--- src/tts_pkg.sv ---
// Shared constants, types and codes for the time-triggered task scheduler.
package tts_pkg;

    localparam int NUM_SLOTS   = 8;
    localparam int MAX_RESULTS = 8;

    localparam int IDX_W  = (NUM_SLOTS > 1) ? $clog2(NUM_SLOTS) : 1;
    localparam int CNT_W  = $clog2(MAX_RESULTS + 1);
    localparam int ACT_W  = 2;
    localparam int KIND_W = 2;
    localparam int TAG_W  = 8;
    localparam int TICK_W = 16;
    localparam int RUNS_W = 8;
    localparam int SIDX_W = 6;
    localparam int SLOT_W = 7;

    typedef enum logic [ACT_W-1:0] {
        ACT_ADD      = 2'd0,
        ACT_DELETE   = 2'd1,
        ACT_TICK     = 2'd2,
        ACT_DISPATCH = 2'd3
    } action_t;

    typedef enum logic [KIND_W-1:0] {
        KIND_ADD    = 2'd0,
        KIND_DELETE = 2'd1,
        KIND_RUN    = 2'd2
    } kind_t;

    typedef enum logic [2:0] {
        ST_IDLE,
        ST_SCAN,
        ST_DRAIN,
        ST_FINISH,
        ST_DEL
    } state_t;

    typedef struct packed {
        logic [TAG_W-1:0]  tag;
        logic [TICK_W-1:0] delay;
        logic [TICK_W-1:0] period;
        logic [RUNS_W-1:0] runs;
    } entry_t;

    typedef struct packed {
        logic load;
        logic issue;
        logic finish;
        logic del;
    } ctrl_cmd_t;

    typedef struct packed {
        logic last_idx;
        logic stop;
    } dp_status_t;

endpackage

--- src/time_triggered_task_scheduler.sv ---
// Top level of the time-triggered task scheduler.
//
//  Channel   Handshake        Word
//  request   start / busy     action, task_tag, delay_ticks, period_ticks, slot_index
//  result    strobe           result_kind, result_slot, result_tag, status_code, last
//
// Add, tick and dispatch walk the slot table one slot per cycle through the table memory's
// single read port, and busy stays high from the taking of a word until the walk has ended
// (the walk ends early when add finds an empty slot or dispatch reaches its result limit).
// Delete needs no walk. After reset every slot reads as empty at once.
// Result words appear one cycle each and cannot be stalled by the receiver.
module time_triggered_task_scheduler (
    input  logic                        clk,
    input  logic                        rst_n,
    input  logic                        start,
    output logic                        busy,
    input  logic [1:0]                  action,
    input  logic [tts_pkg::TAG_W-1:0]   task_tag,
    input  logic [tts_pkg::TICK_W-1:0]  delay_ticks,
    input  logic [tts_pkg::TICK_W-1:0]  period_ticks,
    input  logic [tts_pkg::SIDX_W-1:0]  slot_index,
    output logic                        strobe,
    output logic [tts_pkg::KIND_W-1:0]  result_kind,
    output logic [tts_pkg::SLOT_W-1:0]  result_slot,
    output logic [tts_pkg::TAG_W-1:0]   result_tag,
    output logic                        status_code,
    output logic                        last
);
    import tts_pkg::*;

    ctrl_cmd_t  cmd;
    dp_status_t status;

    tts_ctrl u_ctrl (
        .clk    (clk),
        .rst_n  (rst_n),
        .start  (start),
        .action (action),
        .status (status),
        .cmd    (cmd),
        .busy   (busy)
    );

    tts_dpath u_dpath (
        .clk          (clk),
        .rst_n        (rst_n),
        .cmd          (cmd),
        .status       (status),
        .action       (action),
        .task_tag     (task_tag),
        .delay_ticks  (delay_ticks),
        .period_ticks (period_ticks),
        .slot_index   (slot_index),
        .strobe       (strobe),
        .result_kind  (result_kind),
        .result_slot  (result_slot),
        .result_tag   (result_tag),
        .status_code  (status_code),
        .last         (last)
    );

endmodule

--- src/tts_ctrl.sv ---
// Sequencing state machine for the task scheduler.
module tts_ctrl (
    input  logic                  clk,
    input  logic                  rst_n,
    input  logic                  start,
    input  logic [1:0]            action,
    input  tts_pkg::dp_status_t   status,
    output tts_pkg::ctrl_cmd_t    cmd,
    output logic                  busy
);
    import tts_pkg::*;

    state_t state_reg;
    state_t state_next;

    always_ff @(posedge clk or negedge rst_n)
    begin
        if (!rst_n)
        begin
            state_reg <= ST_IDLE;
        end
        else
        begin
            state_reg <= state_next;
        end
    end

    always_comb
    begin
        state_next = state_reg;
        cmd        = '0;
        busy       = 1'b1;
        unique case (state_reg)
            ST_IDLE:
            begin
                busy = 1'b0;
                if (start)
                begin
                    cmd.load = 1'b1;
                    if (action == ACT_DELETE)
                    begin
                        state_next = ST_DEL;
                    end
                    else
                    begin
                        state_next = ST_SCAN;
                    end
                end
            end
            ST_SCAN:
            begin
                cmd.issue = 1'b1;
                priority if (status.stop)
                begin
                    state_next = ST_FINISH;
                end
                else if (status.last_idx)
                begin
                    state_next = ST_DRAIN;
                end
                else
                begin
                    state_next = ST_SCAN;
                end
            end
            ST_DRAIN:
            begin
                state_next = ST_FINISH;
            end
            ST_FINISH:
            begin
                cmd.finish = 1'b1;
                state_next = ST_IDLE;
            end
            ST_DEL:
            begin
                cmd.del    = 1'b1;
                state_next = ST_IDLE;
            end
            default:
            begin
                state_next = ST_IDLE;
            end
        endcase
    end

endmodule

--- src/tts_dpath.sv ---
// Slot table, slot walk and result registers of the task scheduler.
module tts_dpath (
    input  logic                        clk,
    input  logic                        rst_n,
    input  tts_pkg::ctrl_cmd_t          cmd,
    output tts_pkg::dp_status_t         status,
    input  logic [1:0]                  action,
    input  logic [tts_pkg::TAG_W-1:0]   task_tag,
    input  logic [tts_pkg::TICK_W-1:0]  delay_ticks,
    input  logic [tts_pkg::TICK_W-1:0]  period_ticks,
    input  logic [tts_pkg::SIDX_W-1:0]  slot_index,
    output logic                        strobe,
    output logic [tts_pkg::KIND_W-1:0]  result_kind,
    output logic [tts_pkg::SLOT_W-1:0]  result_slot,
    output logic [tts_pkg::TAG_W-1:0]   result_tag,
    output logic                        status_code,
    output logic                        last
);
    import tts_pkg::*;

    entry_t mem [NUM_SLOTS];

    logic [NUM_SLOTS-1:0] valid_reg, valid_next;
    logic                 pipe_valid_reg, pipe_valid_next;
    logic                 held_valid_reg, held_valid_next;
    logic                 strobe_reg, strobe_next;

    action_t              action_reg;
    logic [TAG_W-1:0]     tag_in_reg;
    logic [TICK_W-1:0]    delay_in_reg;
    logic [TICK_W-1:0]    period_in_reg;
    logic [SIDX_W-1:0]    sidx_reg;
    logic [IDX_W-1:0]     idx_reg, idx_next;
    logic [IDX_W-1:0]     pipe_idx_reg;
    entry_t               rd_data_reg;
    logic                 rd_valid_reg;
    logic [SLOT_W-1:0]    add_slot_reg, add_slot_next;
    logic [CNT_W-1:0]     cnt_reg, cnt_next;
    logic [SLOT_W-1:0]    held_slot_reg, held_slot_next;
    logic [TAG_W-1:0]     held_tag_reg, held_tag_next;
    kind_t                kind_reg, kind_next;
    logic [SLOT_W-1:0]    slot_reg, slot_next;
    logic [TAG_W-1:0]     tag_reg, tag_next;
    logic                 last_reg, last_next;

    entry_t               cur;
    entry_t               wr_data;
    logic                 wr_en;
    logic                 occupied;
    logic                 qualify;
    logic                 stop;
    logic                 del_in_range;

    // A slot that has not been written since reset or deletion reads as empty.
    assign cur      = rd_valid_reg ? rd_data_reg : '0;
    assign occupied = (cur.tag != '0);
    assign qualify  = (action_reg == ACT_DISPATCH) && occupied && (cur.runs != '0);
    assign stop     = pipe_valid_reg &&
                      (((action_reg == ACT_ADD) && !occupied) ||
                       (qualify && (cnt_reg == CNT_W'(MAX_RESULTS - 1))));
    assign del_in_range = ({1'b0, sidx_reg} < SLOT_W'(NUM_SLOTS));

    assign status.stop     = stop;
    assign status.last_idx = (idx_reg == IDX_W'(NUM_SLOTS - 1));

    always_comb
    begin
        valid_next      = valid_reg;
        held_valid_next = held_valid_reg;
        held_slot_next  = held_slot_reg;
        held_tag_next   = held_tag_reg;
        add_slot_next   = add_slot_reg;
        cnt_next        = cnt_reg;
        idx_next        = idx_reg;
        pipe_valid_next = 1'b0;
        wr_en           = 1'b0;
        wr_data         = cur;
        strobe_next     = 1'b0;
        kind_next       = kind_reg;
        slot_next       = slot_reg;
        tag_next        = tag_reg;
        last_next       = last_reg;

        if (pipe_valid_reg)
        begin
            unique case (action_reg)
                ACT_ADD:
                begin
                    if (!occupied)
                    begin
                        wr_en                   = 1'b1;
                        wr_data.tag             = tag_in_reg;
                        wr_data.delay           = delay_in_reg;
                        wr_data.period          = period_in_reg;
                        wr_data.runs            = '0;
                        valid_next[pipe_idx_reg] = 1'b1;
                        add_slot_next           = SLOT_W'(pipe_idx_reg);
                    end
                end
                ACT_TICK:
                begin
                    if (occupied)
                    begin
                        wr_en = 1'b1;
                        if (cur.delay == '0)
                        begin
                            if (cur.runs != {RUNS_W{1'b1}})
                            begin
                                wr_data.runs = cur.runs + RUNS_W'(1);
                            end
                            if (cur.period != '0)
                            begin
                                wr_data.delay = cur.period - TICK_W'(1);
                            end
                        end
                        else
                        begin
                            wr_data.delay = cur.delay - TICK_W'(1);
                        end
                    end
                end
                ACT_DISPATCH:
                begin
                    if (qualify)
                    begin
                        cnt_next = cnt_reg + CNT_W'(1);
                        // The previous run word goes out now that another one follows it.
                        if (held_valid_reg)
                        begin
                            strobe_next = 1'b1;
                            kind_next   = KIND_RUN;
                            slot_next   = held_slot_reg;
                            tag_next    = held_tag_reg;
                            last_next   = 1'b0;
                        end
                        held_valid_next = 1'b1;
                        held_slot_next  = SLOT_W'(pipe_idx_reg);
                        held_tag_next   = cur.tag;
                        if (cur.period == '0)
                        begin
                            valid_next[pipe_idx_reg] = 1'b0;
                        end
                        else
                        begin
                            wr_en        = 1'b1;
                            wr_data.runs = cur.runs - RUNS_W'(1);
                        end
                    end
                end
                ACT_DELETE:
                begin
                end
            endcase
        end

        if (cmd.issue)
        begin
            idx_next        = idx_reg + IDX_W'(1);
            pipe_valid_next = !stop;
        end

        if (cmd.load)
        begin
            idx_next        = '0;
            cnt_next        = '0;
            held_valid_next = 1'b0;
            add_slot_next   = SLOT_W'(NUM_SLOTS);
        end

        if (cmd.finish)
        begin
            if (action_reg == ACT_ADD)
            begin
                strobe_next = 1'b1;
                kind_next   = KIND_ADD;
                slot_next   = add_slot_reg;
                tag_next    = '0;
                last_next   = 1'b1;
            end
            else if ((action_reg == ACT_DISPATCH) && held_valid_reg)
            begin
                strobe_next     = 1'b1;
                kind_next       = KIND_RUN;
                slot_next       = held_slot_reg;
                tag_next        = held_tag_reg;
                last_next       = 1'b1;
                held_valid_next = 1'b0;
            end
        end

        if (cmd.del)
        begin
            if (del_in_range)
            begin
                valid_next[sidx_reg[IDX_W-1:0]] = 1'b0;
            end
            strobe_next = 1'b1;
            kind_next   = KIND_DELETE;
            slot_next   = {1'b0, sidx_reg};
            tag_next    = '0;
            last_next   = 1'b1;
        end
    end

    always_ff @(posedge clk)
    begin
        if (wr_en)
        begin
            mem[pipe_idx_reg] <= wr_data;
        end
        rd_data_reg <= mem[idx_reg];
    end

    always_ff @(posedge clk or negedge rst_n)
    begin
        if (!rst_n)
        begin
            valid_reg      <= '0;
            pipe_valid_reg <= 1'b0;
            held_valid_reg <= 1'b0;
            strobe_reg     <= 1'b0;
        end
        else
        begin
            valid_reg      <= valid_next;
            pipe_valid_reg <= pipe_valid_next;
            held_valid_reg <= held_valid_next;
            strobe_reg     <= strobe_next;
        end
    end

    always_ff @(posedge clk)
    begin
        if (cmd.load)
        begin
            action_reg    <= action_t'(action);
            tag_in_reg    <= task_tag;
            delay_in_reg  <= delay_ticks;
            period_in_reg <= period_ticks;
            sidx_reg      <= slot_index;
        end
        rd_valid_reg  <= valid_reg[idx_reg];
        pipe_idx_reg  <= idx_reg;
        idx_reg       <= idx_next;
        add_slot_reg  <= add_slot_next;
        cnt_reg       <= cnt_next;
        held_slot_reg <= held_slot_next;
        held_tag_reg  <= held_tag_next;
        kind_reg      <= kind_next;
        slot_reg      <= slot_next;
        tag_reg       <= tag_next;
        last_reg      <= last_next;
    end

    assign strobe      = strobe_reg;
    assign result_kind = kind_reg;
    assign result_slot = slot_reg;
    assign result_tag  = tag_reg;
    assign status_code = 1'b0;
    assign last        = last_reg;

endmodule
--- config.mk ---
export PLATFORM = sky130hd
export DESIGN_NAME = time_triggered_task_scheduler
export DESIGN_NICKNAME = d
export VERILOG_FILES = /design/src/tts_pkg.sv /design/src/time_triggered_task_scheduler.sv /design/src/tts_ctrl.sv /design/src/tts_dpath.sv
export SDC_FILE = /design/constraint.sdc
export NUM_CORES = 1
export LEC_CHECK = 0
export BUFFER_PORTS_ARGS = -buffer_cell sky130_fd_sc_hd__buf_2
export CORE_MARGIN = 4
export CORE_UTILIZATION = 50
export DETAILED_ROUTE_END_ITERATION = 7
export GPL_TIMING_DRIVEN = 0
export MAX_ROUTING_LAYER = met4
export PLACE_DENSITY = 0.66
export SETUP_SLACK_MARGIN = 0.3
export SYNTH_ARGS = -nofsm -noshare
export SYNTH_HDL_FRONTEND = slang
export SYNTH_SLANG_ARGS = --single-unit
--- constraint.sdc ---
create_clock -name clk -period 19.1 [get_ports clk]
set_clock_uncertainty 0.05 [all_clocks]
set_input_delay 2.865 -clock clk [delete_from_list [all_inputs] [get_ports clk]]
set_output_delay 2.865 -clock clk [all_outputs]
set_load 0.01 [all_outputs]
## Yosys cells after proc, flatten, opt, wreduce, memory -nomap -nowiden

Memory sizes are Yosys's and may differ from the RTL's. A register that Yosys moved wholly into a read port is not among the register bits.
Index checks and enable logic that the tools add are counted.

| word-level totals | value |
|---|---|
| bits of input ports | 51 |
| word-level logic and storage cells | 164 |
| output and inout port bits | 21 |
| flip-flop bits (word level) | 106 |
| memories kept | 1 |
| memory bits (writable) | 384 |

| cells by class | value |
|---|---|
| eq/ne operators | 11 |
| reduce and logical (&&, ||, !) cells | 20 |
| multiplexer cells | 92 |
| add/subtract/negate cells | 6 |
| bitwise operators | 6 |
| $lt $le $gt $ge | 6 |

Memory list:

| memory | depth | bits a word | rd ports | clocked after memory_dff | wr ports | RTL line | text |
|---|---|---|---|---|---|---|---|
| u_dpath.mem | 8 | 48 | 1 | 1 | 1 | tts_dpath.sv:21 | `entry_t mem [NUM_SLOTS];` |

Operator list:

| cell | count |
|---|---|
| $mux W8 | 19 |
| $mux W48 | 3 |
| $mux W16 | 4 |
| $mux W7 | 7 |
| $mux W1 | 39 |
| $logic_not A16 Y1 | 2 |
| $pmux W16 S2 | 1 |
| $sub A16 B1 Y16 const B | 2 |
| $pmux W8 S3 | 1 |
| $mux W2 | 9 |
| $and A8 B8 Y8 | 2 |
| $not A8 Y8 | 2 |
| $pmux W8 S2 | 1 |
| $reduce_bool A16 Y1 | 1 |
| $reduce_bool A8 Y1 | 2 |
| $lt A3 B4 Y1 const B | 3 |
| $pmux W3 S3 | 1 |
| $add A8 B1 Y8 const B | 1 |
| $logic_and A1 B1 Y1 | 8 |
| $ne A8 B8 Y1 const B | 1 |
| $or A8 B8 Y8 | 1 |
| $sub A8 B1 Y8 const B | 1 |
| $demux W1 S3 | 2 |
| $eq A3 B2 Y1 const B | 2 |
| other kinds (20) | 26 |

## Depth between registers and ports, before layout

Gate-level depths: netlist (run 1).

| logic depth | value |
|---|---|
| word-level depth | 13 |
| depth in mapped cells | 13 |
| mapped depth without buffers | 9 |

## By module

Synthesis (run 1) repeated with hierarchy kept, for this count alone.

| second synthesis, totals | value |
|---|---|
| cell total of the unflattened synthesis | 1378 |
| area, all modules | 21958.6 µm² |

By module, submodules not included:

| module | cells an instance | times used | seq. area each (µm²) | area an instance (µm²) |
|---|---|---|---|---|
| tts_dpath | 1358 | 1 | 15199.6 | 21784.6 |
| tts_ctrl | 20 | 1 | 75.1 | 173.9 |

## Worst setup path before layout (run 1)

OpenSTA, ideal clock, no wires.

| timing | value |
|---|---|
| path type | register to register |
| from | reg u_dpath.rd_valid_reg |
| to | mem u_dpath.mem[4][0] (netlist name), enable pin |
| arrival | 7.727 ns |
| cell stages (with the launch flop) | 13 |
| library setup time | 0.590 ns |
| period minus slack after synthesis | 8.368 ns |
| path slack | 10.732 ns |
| required time | 18.460 ns |
| path buffers | 5 |
| cell sequence | dfxtp_1 > clkbuf_1 > clkbuf_1 > clkbuf_1 > clkbuf_1 > nand2_1 > ha_1 > nor3b_1 > a22o_1 > buf_2 > nor2_1 > o31ai_2 > nor4b_1 |

| on the way | value |
|---|---|
| word-level cells in the longest chain between the ends | 9 |
| elaborated cells between the ends (all ways) | 14 |
| classes of those cells | mux (9); reduce/logical (5) |

Ends and longest elaborated chain:

| element | RTL line | text |
|---|---|---|
| start, declared | tts_dpath.sv:36 | `logic rd_valid_reg;` |
| start signal, assigned | tts_dpath.sv:242 | `rd_valid_reg <= valid_reg[idx_reg];` |
| $mux W48 * | tts_dpath.sv:55 | `assign cur = rd_valid_reg ? rd_data_reg : '0;` |
| $reduce_bool A8 Y1 | tts_dpath.sv:56 | `assign occupied = (cur.tag != '0);` |
| $logic_and A1 B1 Y1 (2 in series) | tts_dpath.sv:57 | `assign qualify = (action_reg == ACT_DISPATCH) && occupied && (cur.runs != '0);` |
| $mux W1 | tts_dpath.sv:124 | `if (qualify)` |
| $pmux W1 S3 * | tts_dpath.sv:86 | `unique case (action_reg)` |
| $mux W1 * | tts_dpath.sv:84 | `if (pipe_valid_reg)` |
| $mux W1 * | tts_dpath.sv:207 | `if (wr_en)` |
| $mux W1 (implied by the code) * | tts_dpath.sv:209 | `mem[pipe_idx_reg] <= wr_data;` |
| end, declared | tts_dpath.sv:21 |  |

Mark *: on every way between the ends. The rest lies on a longest branch, timed or not.

## Worst setup path in the final report (run 1)

| timing | value |
|---|---|
| from | reg u_dpath.rd_valid_reg |
| to | mem u_dpath.mem[1][28] (netlist name), enable pin |

The elaborated chain is that of the path after synthesis.

==> impl_results.md, run 1 <==
* CTS buffer count at 54
* Crit path max fanout at 10
* Core area at 0.04327 mm²
* Max clock buf depth at 3
* Chip height at 217.8 µm
* Setup Crit Path Kind: flop to flop
* Logic pwr share at 0.300
* Leading cell type in the layout, fill and taps excluded: edfxtp_1
* #FFs+latches synth at 538
* Setup TNS at 0 ps
* Min-delay worst type: flop to flop
* Total Wirelength at 55160 µm
* Post-layout minimum cycle time at 6802 ps
* Asr flop ratio synth at 0.02602
* Outcome: finished clean
* Nets at 1616
* Share of the synthesized area in the top cell type at 0.6046
* # diodes at 0
* Post-CTS Setup Repair Bufs at 0
* WP data arrival at 7050 ps
* Post-synthesis mux area share at 0.1282
* Max incr delay on CP at 940 ps
* Wire per inst at 25.29 µm
* Crit. End Element: flop
* Via density at 6.043
* Number of iterations in the first detailed-routing pass at 5
* Mapped cell area at 0.02200 mm²
* Max Clk Rate at 0.1470 GHz
* Combinational family with the most area after synthesis: multiplexers
* Actual slew at the worst max-slew pin at 1337 ps
* RSZ-0062 raised after global routing: no
* Final Cell Area at 0.02533 mm²
* Simple-gate share of the synthesized area at 0.07011
* Root Buffer Master: clkbuf_16
* NetSw at 0.001268 W
* DP HPWL at 36880 µm
* GP Congestion at 0.9372
* Max-cap violations at 0
* I/O Pins at 72
* Startpoint type of the worst setup path: flop
* CTS clk-pin slew, worst paths at 60 ps
* Area Growth Syn to Fin at 15.12%
* Die width at 217.8 µm
* Crit-path slowest cell: nor4b_2
* Starting Density at 0.5086
* CTS resizes at 0
* Die area at 0.04743 mm²
* Post-synth EDFFs at 443
* Initial DRC Count at 1500
* Slew headroom at 0.1002
* Final worst-path cycle share at 0.3561
* Complex-gate fraction of the synthesized area at 0.07512
* Sequential power share at 0.432
* Static Leak at 8.517 nW
* Distinct cells, synth at 80
* CTS sink count at 538
* Placed inst area at 0.02359 mm²
* XOR/XNOR Fraction of Synth Area at 0.005971
* DRC at 0
* Overall Global Routing Usage at 0.2422
* Net Sw Frac at 0.3297
* Post-synthesis adder-cell area fraction at 0.007961
* Most frequent cells in the layout: edfxtp_1, nand2_1, mux4_2, dfxtp_1, clkbuf_1
* Max Slew Vio Count at 0
* Pin count of the biggest net entering global routing at 42
* Pint at 0.002578 W
* Syn nets at 1449
* Area leader, netlist: edfxtp_1
* Synth warn at 0
* Clock share of power at 0.268
* CTS tree: built
* Register area share after synthesis at 0.6942
* VDD IR max at 117.3 µV
* CTS Hold Bufs at 0
* Final Hold Fails at 0
* Routed vias at 13.18k
* CP cell instances: clkbuf_1, clkbuf_1, clkbuf_1, clkbuf_1, nand2_1, ha_1, nor3b_1, a22o_1, buf_2, nor2_1, o31ai_2, nor4b_2, buf_4, buf_4, buf_6, buf_4, buf_4
* Power density over cell area at 151.8 mW/mm²
* Row count at 76
* Clock Latency Late Sink at 610 ps
* Count of final setup violators at 0
* Htree depth at 2
* Dominant synthesized flop cell: edfxtp_1
* Grt total ovfl at 0
* Share of layout cells above drive strength 1 at 0.2325
* Critical Path RT at 19350 ps
* Syn avg cell area at 15.90 µm²
* Port buffer count at 70
* Max reg flops at 384
* Top post-synthesis cells by area: edfxtp_1, mux4_2, dfxtp_1, mux2_2, nand2_1
* Post-synthesis cell count at 1384
* Number of global-route vias before repair at 13.19k
* First-pass GRT wire length at 83520 µm
* Initial antenna violation count at 0
* ANT nets after route at 0
power by group through the flow:
stage | sequential (W) | combinational (W) | clock, W
after global routing | 0.00168 | 0.00125 | 0.00110
after global placement | 0.00169 | 0.00111 | 0
after floorplan | 0.00164 | 0.000776 | 0
after CTS | 0.00166 | 0.00115 | 0.00105
final | 0.00166 | 0.00115 | 0.00103
after detailed placement | 0.00168 | 0.00115 | 0
layout make-up:
class	instances	area [µm²]
Multi-Input combinational cell	746	6386
Tap cell	585	732.0
Clock inverter	27	216.5
Clock buffer	74	1528
Timing Repair Buffer	111	788.3
Sequential cell	538	15270
Fill cell	3324	17940
Buffer	84	345.3
Inverter	16	60.06
cell families (layout without fill, tap and decap cells):
group,Yosys count,after routing
mux,153,153
fa+ha+maj,14,14
compound gates,252,252
simple gates,311,311
other cells,1,1
buf+inv,100,312
flops,538,538
xor+xnor,15,15
worst max-delay path, delay by kind of cell (launching register included):
family | cells | cell delay [ps]
buf+inv | 10 | 3380
simple gates | 4 | 1770
compound gates | 2 | 520
flops | 1 | 440
fa+ha+maj | 1 | 300
cell usage after synthesis (all sizes together), types with 6 or more instances:
cell type	number
a31oi	19
a22oi	8
mux2	51
xnor2	12
o22ai	6
buf	20
nand3	29
or3	7
edfxtp	443
or4	8
dfrtp	14
and2	16
and3	8
ha	14
inv	15
a21o	15
dfxtp	81
mux4	98
nor3	23
o31ai	7
a211oi	7
nor4	11
nand4	9
clkbuf	64
o21ai	65
a221oi	9
nand2	119
nor2	52
a21oi	55
per-layer routing:
| metal | track usage | vias up | share of wire |
|---|---|---|---|
| met5 | - | - | 0 |
| met4 | 0.06257 | 0 | 0.023 |
| met3 | 0.03330 | 89 | 0.066 |
| met2 | 0.3829 | 543 | 0.48 |
| met1 | 0.3390 | 6711 | 0.43 |
| li1 | - | 5837 | - |
final timing paths:
kind / depth (start not counted) / end / slack [ps] / startpoint
setup reg to reg: 17 / u_dpath.mem[1][28] / 12300 / u_dpath.rd_valid_reg
max in group asynchronous: 1 / u_dpath.valid_reg[4] / 16610 / rst_n
min in group asynchronous: 1 / u_dpath.valid_reg[2] / 2120 / rst_n
setup / recovery: 17 / u_dpath.mem[1][28] / 12300 / u_dpath.rd_valid_reg
hold reg to reg: 0 / u_dpath.pipe_idx_reg[1] / 340 / u_dpath.idx_reg[1]
hold / removal: 0 / u_dpath.pipe_idx_reg[1] / 340 / u_dpath.idx_reg[1]
per-stage QoR:
step	setup WS, ps	hold WS (ps)	utilization	instances	total power (W)
global route	12030	346.9	0.5855	2181	0.004022
global placement	3369	318.0	0.5336	2039	0.002802
CTS	12360	337.4	0.5855	2181	0.003862
detailed placement	12370	321.6	0.5451	2080	0.002832
finish	12300	336.9	0.5855	2181	0.003845
floorplan	10730	302.9	-	1384	0.002420
No activity file was read; power rests on OpenSTA's default activity.
==> run 2: changes to the inputs <==
--- a/config.mk
+++ b/config.mk
@@ -5,6 +5,7 @@
 export SDC_FILE = /design/constraint.sdc
 export NUM_CORES = 1
 export LEC_CHECK = 0
+export ABC_AREA = 1
 export BUFFER_PORTS_ARGS = -buffer_cell sky130_fd_sc_hd__buf_2
 export CORE_MARGIN = 4
 export CORE_UTILIZATION = 50
==> constraint.sdc (replaced) <==
create_clock -name clk -period 6.9 [get_ports clk]
set_clock_uncertainty 0.05 [all_clocks]
set_input_delay 1.035 -clock clk [delete_from_list [all_inputs] [get_ports clk]]
set_output_delay 1.035 -clock clk [all_outputs]
set_load 0.01 [all_outputs]
==> impl_results.md, run 2 <==
* Crit. End Element: flop
* ANT nets after route at 0
* Max-cap violations at 0
* Max Slew Vio Count at 0
* Post-synthesis cell count at 2144
* Grt total ovfl at 0
* Leading cell type in the layout, fill and taps excluded: edfxtp_1
* Asr flop ratio synth at 0.02602
* Final core utilization at 0.5791
* Post-CTS Setup Repair Bufs at 0
* Final worst-path cycle share at 0.5607
* Final Cell Area at 0.02622 mm²
* Chip height at 221.9 µm
* CTS buffer count at 54
* Routed vias at 16.80k
* Post-synth EDFFs at 443
* Initial DRC Count at 1612
* Placed inst area at 0.02442 mm²
* Critical Path RT at 7120 ps
* CTS tree: built
* Htree depth at 2
* Post-layout minimum cycle time at 3869 ps
* Crit path launch: u_dpath.rd_valid_reg
* Die width at 221.9 µm
* Filler cells at 3797
* Outcome: finished clean
* Hold Worst Slack at 305.2 ps
* RR Startpoint: u_dpath.rd_valid_reg
* Nets at 2351
* First-pass GRT wire length at 97850 µm
* Distinct cells, synth at 49
* RSZ-0062 raised after global routing: no
* Min-delay worst type: primary input to asynchronous set/reset pin
* Mapped cell area at 0.02288 mm²
* #FFs+latches synth at 538
* Dominant synthesized flop cell: edfxtp_1
* Wire per inst at 22.36 µm
* Startpoint type of the worst setup path: flop
* Starting Density at 0.5052
* Row count at 78
* Setup TNS at 0 ps
* Share of the synthesized area in the top cell type at 0.5814
* Crit path max fanout at 26
* DP HPWL at 43510 µm
* Root Buffer Master: clkbuf_16
* Area Growth Syn to Fin at 14.62%
* Clock Latency Late Sink at 600 ps
* Most frequent cells in the layout: edfxtp_1, nor2_1, nand2_1, o21ai_0, inv_1
* Synth top cells by count: edfxtp_1, nor2_1, nand2_1
* Static Leak at 9.787 nW
* Max reg flops at 384
* R2r worst-path depth at 12
* Total Wirelength at 65550 µm
* Number of global-route vias before repair at 16.26k
* Power density over cell area at 484.3 mW/mm²
* Final Hold Fails at 0
* Via density at 5.731
* Synth warn at 0
* Max clock buf depth at 3
* CTS clk-pin slew, worst paths at 60 ps
* Core area at 0.04528 mm²
* Area leader, netlist: edfxtp_1
* Syn nets at 2209
* Setup Crit Path Kind: flop to flop
* Initial antenna violation count at 0
* DRC at 0
* GP Congestion at 0.9277
* I/O Pins at 72
* CTS sink count at 538
* Port buffer count at 70
* Setup slack, reg-to-reg at 3030 ps
* Number of iterations in the first detailed-routing pass at 5
* Top post-synthesis cells by area: edfxtp_1, dfxtp_1, nor2_1, o21ai_0, nand2_1
* Max Clk Rate at 0.2585 GHz
* Die area at 0.04925 mm²
* Slew headroom at 0.3459
* WP data arrival at 4090 ps
* Count of final setup violators at 0
* Syn avg cell area at 10.67 µm²
* VDD IR max at 253.9 µV
* Register area share after synthesis at 0.6676
* Share of layout cells above drive strength 1 at 0.1180
* Actual slew at the worst max-slew pin at 978.9 ps
* CTS Hold Bufs at 0
* Top-count cell post-synth: edfxtp_1
* Reg2Reg Capture Point: u_dpath.mem[1][21]
* Pin count of the biggest net entering global routing at 30
* CTS resizes at 0
* Overall Global Routing Usage at 0.2676
* Worst setup endpoint: u_dpath.mem[1][21]
-- run 2: cell count changes after synthesis, sizes merged, moves of 11 or more --
cell / delta
nor2: +387
o21ai: +215
nand2: +214
mux4: -98
inv: +89
nand3: +62
mux2: -51
o22ai: +51
a31oi: +33
buf: +19
and2: -16
a21o: -15
nor3: -14
nor4: -11
-- run 2: how the worst min path moves through the flow --
stage / start / end / slack (ps)
finish: rst_n / u_dpath.pipe_valid_reg / 310
global route: rst_n / u_ctrl.state_reg[2] / 320
CTS: rst_n / u_ctrl.state_reg[2] / 290
detailed placement: u_dpath.idx_reg[0] / u_dpath.pipe_idx_reg[0] / 320
global placement: u_dpath.idx_reg[1] / u_dpath.pipe_idx_reg[1] / 320
floorplan: u_dpath.idx_reg[1] / u_dpath.pipe_idx_reg[1] / 300
-- run 2: area by class of cell --
cell class                 instances  area (µm²)  area share
antenna                            1       2.502  0.00009542
timing repair buffer              86       730.7     0.02786
multi-input combinational       1388        6716      0.2561
buffer                           111       544.3     0.02075
inverter                         107       404.1     0.01541
clock inverter                    31       321.6     0.01226
clock buffer                      69        1479     0.05640
sequential                       538       15270      0.5825
tap                              600       750.7     0.02863
-- run 2: kinds of logic after synthesis --
kind of cell / synth area share
other: 0.0001639
AO/OA/AOI/OAI: 0.1116
flip-flops: 0.6676
buffers and inverters: 0.04145
adder cells (fa/ha/maj): 0.007656
XOR/XNOR: 0.005742
AND/OR/NAND/NOR: 0.1658
-- run 2: where the power goes --
part           internal, W  total [W]  switching (W)
sequential         0.00457    0.00482       0.000250
combinational      0.00132    0.00492        0.00360
clock              0.00174    0.00296        0.00122
total              0.00763     0.0127        0.00507
-- run 2: stage by stage --
step	power, W	instances	worst slack (ps)
final	0.01270	2931	3031
after global routing	0.01339	2930	2966
after CTS	0.01267	2930	3059
after detailed placement	0.009714	2830	3074
after global placement	0.009561	2814	-346.2
after floorplan	0.007947	2144	2744
-- run 2: routing by layer --
| metal | track usage | share of wire | vias up |
|---|---|---|---|
| li1 | - | - | 7788 |
| met1 | 0.3604 | 0.43 | 8163 |
| met2 | 0.4166 | 0.46 | 699 |
| met3 | 0.03456 | 0.068 | 148 |
| met4 | 0.1114 | 0.040 | 0 |
| met5 | - | 0 | - |
-- run 2: critical path, cell delays in order, from the launching register on --
cell and delay, ps:
dfxtp_1 320, buf_6 180, buf_8 210, buf_6 230, buf_6 200, nand2_2 100
ha_1 240, nand4_2 120, nand3_4 170, nor2_2 250, o21ai_2 290, nor2_4 820
buf_12 300
